**src/sv/aes256_pkg.sv**
```systemverilog
// ----------------------------------------------------------------------------
// aes256_pkg
// Shared types, S-box tables and round helper functions for the AES-256 core.
// ----------------------------------------------------------------------------
package aes256_pkg;

  localparam int NumRounds     = 14;
  localparam int ScheduleWords = 60;
  localparam int RkRows        = ScheduleWords / 4;
  localparam int KeyRegs       = 4;

  // Controller state codes
  localparam logic [2:0] ST_IDLE  = 3'd0;
  localparam logic [2:0] ST_KEXP  = 3'd1;
  localparam logic [2:0] ST_INIT  = 3'd2;
  localparam logic [2:0] ST_ROUND = 3'd3;
  localparam logic [2:0] ST_DONE  = 3'd4;

  localparam logic [3:0] RK_FIRST = 4'd0;
  localparam logic [3:0] RK_LAST  = 4'd14;
  localparam logic [5:0] KEXP_END = 6'd59;

  typedef logic [7:0] byte_t;
  typedef byte_t sbox_t [256];

  // Controller commands to the datapath
  typedef struct packed {
    logic       key_wr;
    logic [1:0] key_idx;
    logic       kexp;
    logic [5:0] kcnt;
    logic       blk_load;
    logic       ark_init;
    logic       round;
    logic       dec;
    logic       last;
    logic [3:0] raddr;
    logic       out_load;
  } aes_cmd_t;

  function automatic byte_t xt(input byte_t a);
    return {a[6:0], 1'b0} ^ (a[7] ? 8'h1b : 8'h00);
  endfunction

  // Elaboration-time multiply, used only to build the tables
  function automatic byte_t gf_mul_c(input byte_t a, input byte_t b);
    byte_t acc;
    byte_t p;
    acc = 8'h00;
    p   = a;
    for (int i = 0; i < 8; i++) begin
      if (b[i]) acc = acc ^ p;
      p = xt(p);
    end
    return acc;
  endfunction

  function automatic sbox_t gen_sbox();
    sbox_t t;
    byte_t r;
    byte_t p;
    byte_t b;
    for (int x = 0; x < 256; x++) begin
      r = 8'h01;
      p = x[7:0];
      // a^254 = inverse, zero maps to zero
      for (int e = 0; e < 8; e++) begin
        if (((254 >> e) & 1) == 1) r = gf_mul_c(r, p);
        p = gf_mul_c(p, p);
      end
      b = r;
      t[x] = b ^ {b[6:0], b[7]} ^ {b[5:0], b[7:6]} ^ {b[4:0], b[7:5]}
             ^ {b[3:0], b[7:4]} ^ 8'h63;
    end
    return t;
  endfunction

  function automatic sbox_t gen_inv_sbox();
    sbox_t f;
    sbox_t t;
    f = gen_sbox();
    for (int x = 0; x < 256; x++) t[f[x]] = x[7:0];
    return t;
  endfunction

  localparam sbox_t SBOX     = gen_sbox();
  localparam sbox_t INV_SBOX = gen_inv_sbox();

  function automatic logic [31:0] sub_word(input logic [31:0] w);
    return {SBOX[w[31:24]], SBOX[w[23:16]], SBOX[w[15:8]], SBOX[w[7:0]]};
  endfunction

  // Byte k of the state sits at bits [127-8k -: 8]; byte r+4c is row r, column c
  function automatic logic [127:0] sub_bytes(input logic [127:0] s, input logic inv);
    logic [127:0] t;
    for (int k = 0; k < 16; k++)
      t[127-8*k -: 8] = inv ? INV_SBOX[s[127-8*k -: 8]] : SBOX[s[127-8*k -: 8]];
    return t;
  endfunction

  function automatic logic [127:0] shift_rows(input logic [127:0] s, input logic inv);
    logic [127:0] t;
    for (int c = 0; c < 4; c++)
      for (int r = 0; r < 4; r++) begin
        if (inv) t[127-8*(r+4*((c+r)&3)) -: 8] = s[127-8*(r+4*c) -: 8];
        else     t[127-8*(r+4*c) -: 8] = s[127-8*(r+4*((c+r)&3)) -: 8];
      end
    return t;
  endfunction

  function automatic logic [31:0] mix_col(input logic [31:0] col, input logic inv);
    byte_t a [4];
    byte_t x2 [4];
    byte_t x4 [4];
    byte_t x8 [4];
    logic [31:0] o;
    for (int k = 0; k < 4; k++) begin
      a[k]  = col[31-8*k -: 8];
      x2[k] = xt(a[k]);
      x4[k] = xt(x2[k]);
      x8[k] = xt(x4[k]);
    end
    for (int r = 0; r < 4; r++) begin
      if (inv)
        o[31-8*r -: 8] = (x8[r] ^ x4[r] ^ x2[r])
                       ^ (x8[(r+1)&3] ^ x2[(r+1)&3] ^ a[(r+1)&3])
                       ^ (x8[(r+2)&3] ^ x4[(r+2)&3] ^ a[(r+2)&3])
                       ^ (x8[(r+3)&3] ^ a[(r+3)&3]);
      else
        o[31-8*r -: 8] = x2[r] ^ (x2[(r+1)&3] ^ a[(r+1)&3]) ^ a[(r+2)&3] ^ a[(r+3)&3];
    end
    return o;
  endfunction

  function automatic logic [127:0] mix_columns(input logic [127:0] s, input logic inv);
    logic [127:0] t;
    for (int c = 0; c < 4; c++) t[127-32*c -: 32] = mix_col(s[127-32*c -: 32], inv);
    return t;
  endfunction

endpackage

```
**src/sv/aes256_ctrl.sv**
```systemverilog
// ----------------------------------------------------------------------------
// aes256_ctrl
// Sequencer for key expansion and the round loop, plus result handshake.
// ----------------------------------------------------------------------------
module aes256_ctrl
  import aes256_pkg::*;
(
  input  logic       clk,
  input  logic       rst_n,
  input  logic       cfg_valid,
  output logic       cfg_ready,
  input  logic [2:0] cfg_index,
  input  logic       in_valid,
  output logic       in_ready,
  input  logic       in_func,
  output logic       out_valid,
  input  logic       out_ready,
  output aes_cmd_t   cmd
);

  logic [2:0] state_r, state_nxt;
  logic [5:0] kcnt_r, kcnt_nxt;
  logic [3:0] rnd_r, rnd_nxt;
  logic       dec_r, dec_nxt;
  logic       out_valid_r, out_valid_nxt;
  logic       last;

  assign cfg_ready = (state_r == ST_IDLE);
  assign in_ready  = (state_r == ST_IDLE) && !cfg_valid;
  assign out_valid = out_valid_r;
  assign last      = dec_r ? (rnd_r == RK_FIRST) : (rnd_r == RK_LAST);

  always_comb begin
    state_nxt     = state_r;
    kcnt_nxt      = kcnt_r;
    rnd_nxt       = rnd_r;
    dec_nxt       = dec_r;
    out_valid_nxt = out_valid_r && !out_ready;
    cmd           = '0;
    cmd.kcnt      = kcnt_r;
    cmd.dec       = dec_r;
    cmd.last      = last;
    cmd.key_idx   = cfg_index[1:0];
    unique case (state_r)
      ST_IDLE: begin
        if (cfg_valid) begin
          // drop writes beyond the key registers
          if (cfg_index < 3'(KeyRegs)) begin
            cmd.key_wr = 1'b1;
            kcnt_nxt   = '0;
            state_nxt  = ST_KEXP;
          end
        end else if (in_valid) begin
          cmd.blk_load = 1'b1;
          dec_nxt      = in_func;
          cmd.raddr    = in_func ? RK_LAST : RK_FIRST;
          state_nxt    = ST_INIT;
        end
      end
      ST_KEXP: begin
        cmd.kexp = 1'b1;
        kcnt_nxt = kcnt_r + 6'd1;
        if (kcnt_r == KEXP_END) state_nxt = ST_IDLE;
      end
      ST_INIT: begin
        cmd.ark_init = 1'b1;
        rnd_nxt      = dec_r ? RK_LAST - 4'd1 : RK_FIRST + 4'd1;
        cmd.raddr    = rnd_nxt;
        state_nxt    = ST_ROUND;
      end
      ST_ROUND: begin
        cmd.round = 1'b1;
        if (last) begin
          state_nxt = ST_DONE;
        end else begin
          rnd_nxt   = dec_r ? rnd_r - 4'd1 : rnd_r + 4'd1;
          cmd.raddr = rnd_nxt;
        end
      end
      ST_DONE: begin
        // hold until the result register is free
        if (!out_valid_r || out_ready) begin
          cmd.out_load  = 1'b1;
          out_valid_nxt = 1'b1;
          state_nxt     = ST_IDLE;
        end
      end
      default: state_nxt = ST_IDLE;
    endcase
  end

  always_ff @(posedge clk) begin
    if (!rst_n) begin
      state_r     <= ST_IDLE;
      kcnt_r      <= '0;
      rnd_r       <= '0;
      dec_r       <= 1'b0;
      out_valid_r <= 1'b0;
    end else begin
      state_r     <= state_nxt;
      kcnt_r      <= kcnt_nxt;
      rnd_r       <= rnd_nxt;
      dec_r       <= dec_nxt;
      out_valid_r <= out_valid_nxt;
    end
  end

endmodule

```
**config.mk**
```make
export PLATFORM = sky130hd
export DESIGN_NAME = aes256_ctrl
export DESIGN_NICKNAME = d
export VERILOG_FILES = /design/src/sv/aes256_pkg.sv /design/src/sv/aes256_ctrl.sv
export SDC_FILE = /design/constraint.sdc
export NUM_CORES = 1
export LEC_CHECK = 0
export BUFFER_PORTS_ARGS = -buffer_cell sky130_fd_sc_hd__buf_2
export CAP_MARGIN = 25
export CELL_PAD_IN_SITES_DETAIL_PLACEMENT = 0
export CELL_PAD_IN_SITES_GLOBAL_PLACEMENT = 1
export CORE_MARGIN = 2
export CORE_UTILIZATION = 39
export DETAILED_ROUTE_END_ITERATION = 10
export GPL_TIMING_DRIVEN = 0
export PLACE_DENSITY_LB_ADDON = 0.12
export SLEW_MARGIN = 10
export SYNTH_ARGS = -nofsm -noshare
export SYNTH_HDL_FRONTEND = slang
export SYNTH_SLANG_ARGS = --single-unit
```
**constraint.sdc**
```tcl
create_clock -name clk -period 2.9 [get_ports clk]
set_input_delay 0.145 -clock clk [delete_from_list [all_inputs] [get_ports clk]]
set_output_delay 0.145 -clock clk [all_outputs]
set_load 0.02 [all_outputs]
```
Yosys cells after proc, flatten, opt, wreduce, memory -nomap -nowiden. Cells that the tools add are included. Widths: inputs -> output; s select.

Register bits: 15. Input bits: 9. Output and inout bits: 23. Word-level logic and storage cells: 71.

Add/sub/neg operators: 3. Magnitude comparators: 1. Equal/unequal tests: 14. Muxes and demuxes: 33. Bitwise gates (word level): 1. Reductions and logical operators: 14.

Operator list (count): $mux 4 (7); $mux 3 (6); $pmux 3 s5 (1); $mux 1 (14); $mux 6 (2); $pmux 4 s3 (1); $pmux 6 s2 (1); $ne 2x2->1 const B (5); $pmux 4 s2 (1); $add 6x1->6 const B (1); $eq 3x2->1 const B (2); $eq 6x6->1 const B (1); $ne 3x2->1 const B (2); $reduce_and 3->1 (2); $reduce_and 5->1 (1); $add 4x1->4 const B (1); $eq 4x4->1 const B (1); $logic_not 4->1 (1); $reduce_bool 2->1 (2); $sub 4x1->4 const B (1); $eq 3x1->1 const B (1); $eq 3x3->1 const B (1); $logic_not 1->1 (3); $logic_not 3->1 (1); 6 further kinds (7).

Depth between registers and ports, before layout.
Word-level depth: 4. Mapped depth: 7. Depth with buffers taken out: 6.

Worst setup path after synthesis. OpenSTA, ideal clock, no wires.

Path kind: register to output. From: reg state_r[2]. To: out cmd[4] (netlist bit). Data arrival time: 1.901 ns. Data required time: 2.755 ns. Setup slack: 0.854 ns. Cell stages (with the launch flop): 6. Buffers on the path: 1. Cells stage by stage: dfxtp_1 > buf_4 > nor3_1 > nand3_1 > and3b_1 > a21oi_1.

RTL lines: start, declared (line aes256_ctrl.sv:21) `logic [2:0] state_r, state_nxt;`; start signal, assigned (line aes256_ctrl.sv:100) `state_r <= state_nxt;`; end, declared (line aes256_ctrl.sv:18) `output aes_cmd_t cmd`.

==> flow_summary.html <==
<table>
<tr><th>Metric</th><th>Value</th></tr>
<tr><th colspan="2">Routing</th></tr>
<tr><td>Residual antenna-violating net count after detailed routing</td><td>0</td></tr>
<tr><td>DR iter-0 viols</td><td>34</td></tr>
<tr><td>Average routed wire per standard cell</td><td>between 10 and 15 um</td></tr>
<tr><td>DR vias</td><td>around 1000</td></tr>
<tr><td>Number of remaining DRC errors</td><td>0</td></tr>
<tr><td>Total wirelength of the detailed-routed design</td><td>2.66 mm</td></tr>
<tr><td>Ratio of routed vias to standard cells</td><td>~5.5</td></tr>
<tr><td>Number of detailed-route iterations in the first pass</td><td>4</td></tr>
<tr><th colspan="2">Timing</th></tr>
<tr><td>Highest clock frequency the design can meet</td><td>between 0.4 and 0.5 GHz</td></tr>
<tr><td>Share of the clock period used by the worst path</td><td>0.851</td></tr>
<tr><td>Number of max-slew violations in the final report</td><td>0</td></tr>
<tr><td>Period minus WS final</td><td>roughly 2.5 ns</td></tr>
<tr><td>Total Neg Setup Slack</td><td>0 ns</td></tr>
<tr><td>Largest clock skew in the final design</td><td>0.00564 ns</td></tr>
<tr><td>Count of endpoints failing setup in the final report</td><td>0</td></tr>
<tr><td>Max_slew headroom</td><td>0.667</td></tr>
<tr><td>Worst slew pin tran</td><td>a little under 0.5 ns</td></tr>
<tr><td>Setup repair after global routing missed its margin</td><td>false</td></tr>
<tr><td>Number of hold-slack violations in the final timing report</td><td>0</td></tr>
<tr><th colspan="2">Floorplan</th></tr>
<tr><td>FP Rows</td><td>18</td></tr>
<tr><td>Boundary Pins</td><td>32</td></tr>
<tr><td>Full die area</td><td>about 3100 sq um</td></tr>
<tr><td>Std-Cell Core Area</td><td>2520 sq um</td></tr>
<tr><td>Die span in x</td><td>56.0 um</td></tr>
<tr><td>Overall die height</td><td>56.0 um</td></tr>
<tr><td>Starting utilization of the core area</td><td>0.419</td></tr>
<tr><th colspan="2">Global routing</th></tr>
<tr><td>First-pass GRT wire length</td><td>~4.4 mm</td></tr>
<tr><td>Pin count of the biggest net entering global routing</td><td>11</td></tr>
<tr><td>Number of global-route vias before repair</td><td>between 900 and 1000</td></tr>
<tr><td>Initial antenna violation count</td><td>0</td></tr>
<tr><td>Total routing usage reported by global routing</td><td>0.176</td></tr>
<tr><td>Total grt overflow</td><td>0</td></tr>
<tr><th colspan="2">Power</th></tr>
<tr><td>Cell Pwr Density</td><td>between 400 and 500 nW/um^2</td></tr>
<tr><td>Fraction of power spent switching nets</td><td>0.363</td></tr>
<tr><td>Leakage</td><td>0.623 nW</td></tr>
<tr><td>Share of total power in combinational logic</td><td>0.300</td></tr>
<tr><td>Clk pwr share</td><td>0.252</td></tr>
<tr><td>Peak supply drop</td><td>approximately 0.00026 V</td></tr>
<tr><td>Internal power</td><td>between 300 and 400 uW</td></tr>
<tr><td>NetSw</td><td>186 uW</td></tr>
<tr><td>Power, Total</td><td>512 uW</td></tr>
<tr><td>Part of the total power dissipated in sequential elements</td><td>0.449</td></tr>
<tr><th colspan="2">Setup path</th></tr>
<tr><td>Kind of start point of the critical path</td><td>register</td></tr>
<tr><td>Worst Setup Path Type</td><td>register to output port</td></tr>
<tr><td>Setup slack of the worst register-to-register path</td><td>between 1 and 1.5 ns</td></tr>
<tr><td>Arrival time of the worst setup path</td><td>about 2.3 ns</td></tr>
<tr><td>Worst flop-to-flop path endpoint</td><td>state_r[0]</td></tr>
<tr><td>Worst endpoint required time</td><td>about 2.8 ns</td></tr>
<tr><td>Worst setup endpoint</td><td>cmd[4]</td></tr>
<tr><td>Kind of end point of the critical path</td><td>output port</td></tr>
<tr><td>Worst setup path startpoint</td><td>dec_r</td></tr>
<tr><td>Worst-path maximum fanout</td><td>6</td></tr>
<tr><td>Reg2reg start</td><td>dec_r</td></tr>
<tr><td>Length in cells of the worst reg-to-reg path</td><td>4</td></tr>
<tr><th colspan="2">Final layout</th></tr>
<tr><td>Diodes inserted</td><td>0</td></tr>
<tr><td>Final net count</td><td>roughly 170</td></tr>
<tr><td>Area of all placed cells without fillers</td><td>1270 sq um</td></tr>
<tr><td>Layout cell share with drive strength beyond 1</td><td>0.314</td></tr>
<tr><td>Syn-to-layout area delta</td><td>19.9%</td></tr>
<tr><th colspan="2">Clock network</th></tr>
<tr><td>Post-CTS setup buffer count</td><td>0</td></tr>
<tr><td>H-tree Lvls</td><td>1</td></tr>
<tr><td>Number of sinks driven by the clock tree</td><td>15</td></tr>
<tr><td>Clock slew seen by the registers of the worst setup and hold paths</td><td>roughly 0.11 ns</td></tr>
<tr><td>Count of cells resized by post-cts repair</td><td>0</td></tr>
<tr><td>Clock tree from TritonCTS</td><td>yes</td></tr>
<tr><td>Cts-stage hold buffer count</td><td>0</td></tr>
<tr><td>CTS Buf Count</td><td>3</td></tr>
<tr><td>Worst skew pair latency</td><td>roughly 0.29 ns</td></tr>
<tr><td>Clock Tree Buf Depth</td><td>2</td></tr>
<tr><td>Library cell used as clock root buffer</td><td>clkbuf_4</td></tr>
<tr><th colspan="2">Synth</th></tr>
<tr><td>Top FF cell, synth</td><td>dfxtp_1</td></tr>
<tr><td>Count of yosys warnings during synthesis</td><td>0</td></tr>
<tr><td>Area leader, netlist</td><td>dfxtp_1</td></tr>
<tr><td>Leading cell types by total area after synthesis</td><td>dfxtp_1 28%, buf_4 5.0%, ha_1 3.6%</td></tr>
<tr><td>Seq/Total Area, Yosys</td><td>0.284</td></tr>
<tr><td>Register bit total from synthesis</td><td>15</td></tr>
<tr><td>Most numerous cell types in the synthesized netlist</td><td>15 x dfxtp_1, 9 x nor2_1, 7 x buf_4, 7 x nand2_1, 7 x nand3_1</td></tr>
<tr><td>Combined area of all synthesized cells</td><td>approximately 1100 sq um</td></tr>
<tr><td>Net Count, Synth</td><td>roughly 140</td></tr>
<tr><td>Count of different cell masters after synthesis</td><td>between 40 and 50</td></tr>
<tr><td>Post-Syn Instances</td><td>about 130</td></tr>
<tr><td>Synthesized area divided by synthesized cell count</td><td>around 8.4 sq um</td></tr>
<tr><td>Portion of synthesized cell area occupied by the leading cell type</td><td>0.284</td></tr>
<tr><td>Most frequently used cell type in the post-synthesis netlist</td><td>dfxtp_1</td></tr>
<tr><td>EDFF count, synth</td><td>0</td></tr>
<tr><td>Proportion of synthesized flip-flops having asynchronous set or reset</td><td>0</td></tr>
<tr><th colspan="2">Min path</th></tr>
<tr><td>Worst min-delay path category</td><td>input pin to register</td></tr>
<tr><th colspan="2">Placement</th></tr>
<tr><td>Port Buffers</td><td>29</td></tr>
<tr><td>Total cell area at the placement stage</td><td>between 1000 and 1500 sq um</td></tr>
<tr><td>HPWL after detailed placement</td><td>just over 2 mm</td></tr>
<tr><td>Weighted congestion at the end of routability-driven global placement</td><td>0.762</td></tr>
<tr><th colspan="2">Run status</th></tr>
<tr><td>Status</td><td>completed</td></tr>
<tr><th colspan="2">Run</th></tr>
<tr><td>Max-cap check violation count</td><td>0</td></tr>
</table>
-- placed cells by master (no fill, tap or decap), types with 2 or more instances in the layout --
master | synthesis | routed
and3b_1 | 2 | 2
nand2b_1 | 5 | 5
and3_1 | 3 | 3
xor2_1 | 4 | 4
ha_1 | 3 | 3
buf_4 | 7 | 7
nand3_1 | 7 | 7
a21boi_0 | 3 | 3
clkbuf_4 | 0 | 3
nor2b_1 | 6 | 6
nor2_1 | 9 | 9
a21oi_1 | 5 | 5
o211ai_1 | 5 | 5
nand2_1 | 7 | 7
dfxtp_1 | 15 | 15
inv_1 | 5 | 5
o21ai_0 | 3 | 3
and2_1 | 4 | 4
buf_2 | 0 | 29
a41oi_1 | 2 | 2
nand4_1 | 2 | 2
-- layout make-up --
| cell class | count | area (sq um) |
|---|---|---|
| plain buffers | 8 | 56.3 |
| clock buffers | 3 | 22.5 |
| clock inverters | 1 | 5.00 |
| fillers | 254 | 1260 |
| inverters | 5 | 18.8 |
| multi-input cells | 98 | 681 |
| flip-flops and latches | 15 | 300 |
| well taps | 30 | 37.5 |
| repair buffers | 29 | 145 |
-- power groups by stage --
stage                     Combinational [mW]  Sequential [mW]  Clock [mW]
after floorplan                        0.108            0.232           0
after global placement                 0.153            0.234           0
after detailed placement               0.154            0.234           0
after CTS                              0.154            0.229       0.133
after global routing                   0.171            0.232       0.142
final                                  0.153            0.230       0.129
-- sequential cells by signal (all words and copies together), names as in the netlist --
register,count
kcnt_r,6
state_r,3
out_valid,1
dec_r,1
rnd_r,4
-- worst max-delay path, cell delays in order (launching register included) --
cell and delay (ns):
dfxtp_1 0.47, ha_1 0.32, a21oi_1 0.35, a21boi_0 0.20, o41a_1 0.39, a21oi_1 0.12, buf_2 0.18
-- layer usage --
metal | wire, um | GRT usage
met1 | 1330 | 0.245
met5 | 0 | 0
met2 | 1200 | 0.284
met4 | 13 | 0.0408
met3 | 120 | 0.0279
-- logic make-up after synthesis --
family          Yosys count  synth area share
xor+xnor                  5            0.0415
mux                       1            0.0107
compound gates           32             0.228
simple gates             56             0.310
flops                    15             0.284
buf+inv                  13            0.0711
fa+ha+maj                 4            0.0545
-- worst min path at each step --
| stage | startpoint | endpoint | cells past startpoint |
|---|---|---|---|
| floorplan | rst_n | rnd_r[1] | 2 |
| global placement | rst_n | rnd_r[1] | 3 |
| detailed placement | rst_n | rnd_r[1] | 3 |
| CTS | rst_n | rnd_r[1] | 3 |
| global route | rst_n | rnd_r[1] | 3 |
| finish | rst_n | rnd_r[1] | 3 |
-- metrics by stage --
step                      hold slack [ns]  setup slack (ns)  utilization  instances
after CTS                           0.132             0.460        0.502        189
final                               0.142             0.432        0.502        189
after global routing                0.128             0.274        0.502        189
after detailed placement            0.449             0.784        0.491        185
after floorplan                     0.277             0.854            -        126
after global placement              0.427             0.816        0.491        185
(Power assumes the default switching activity.)
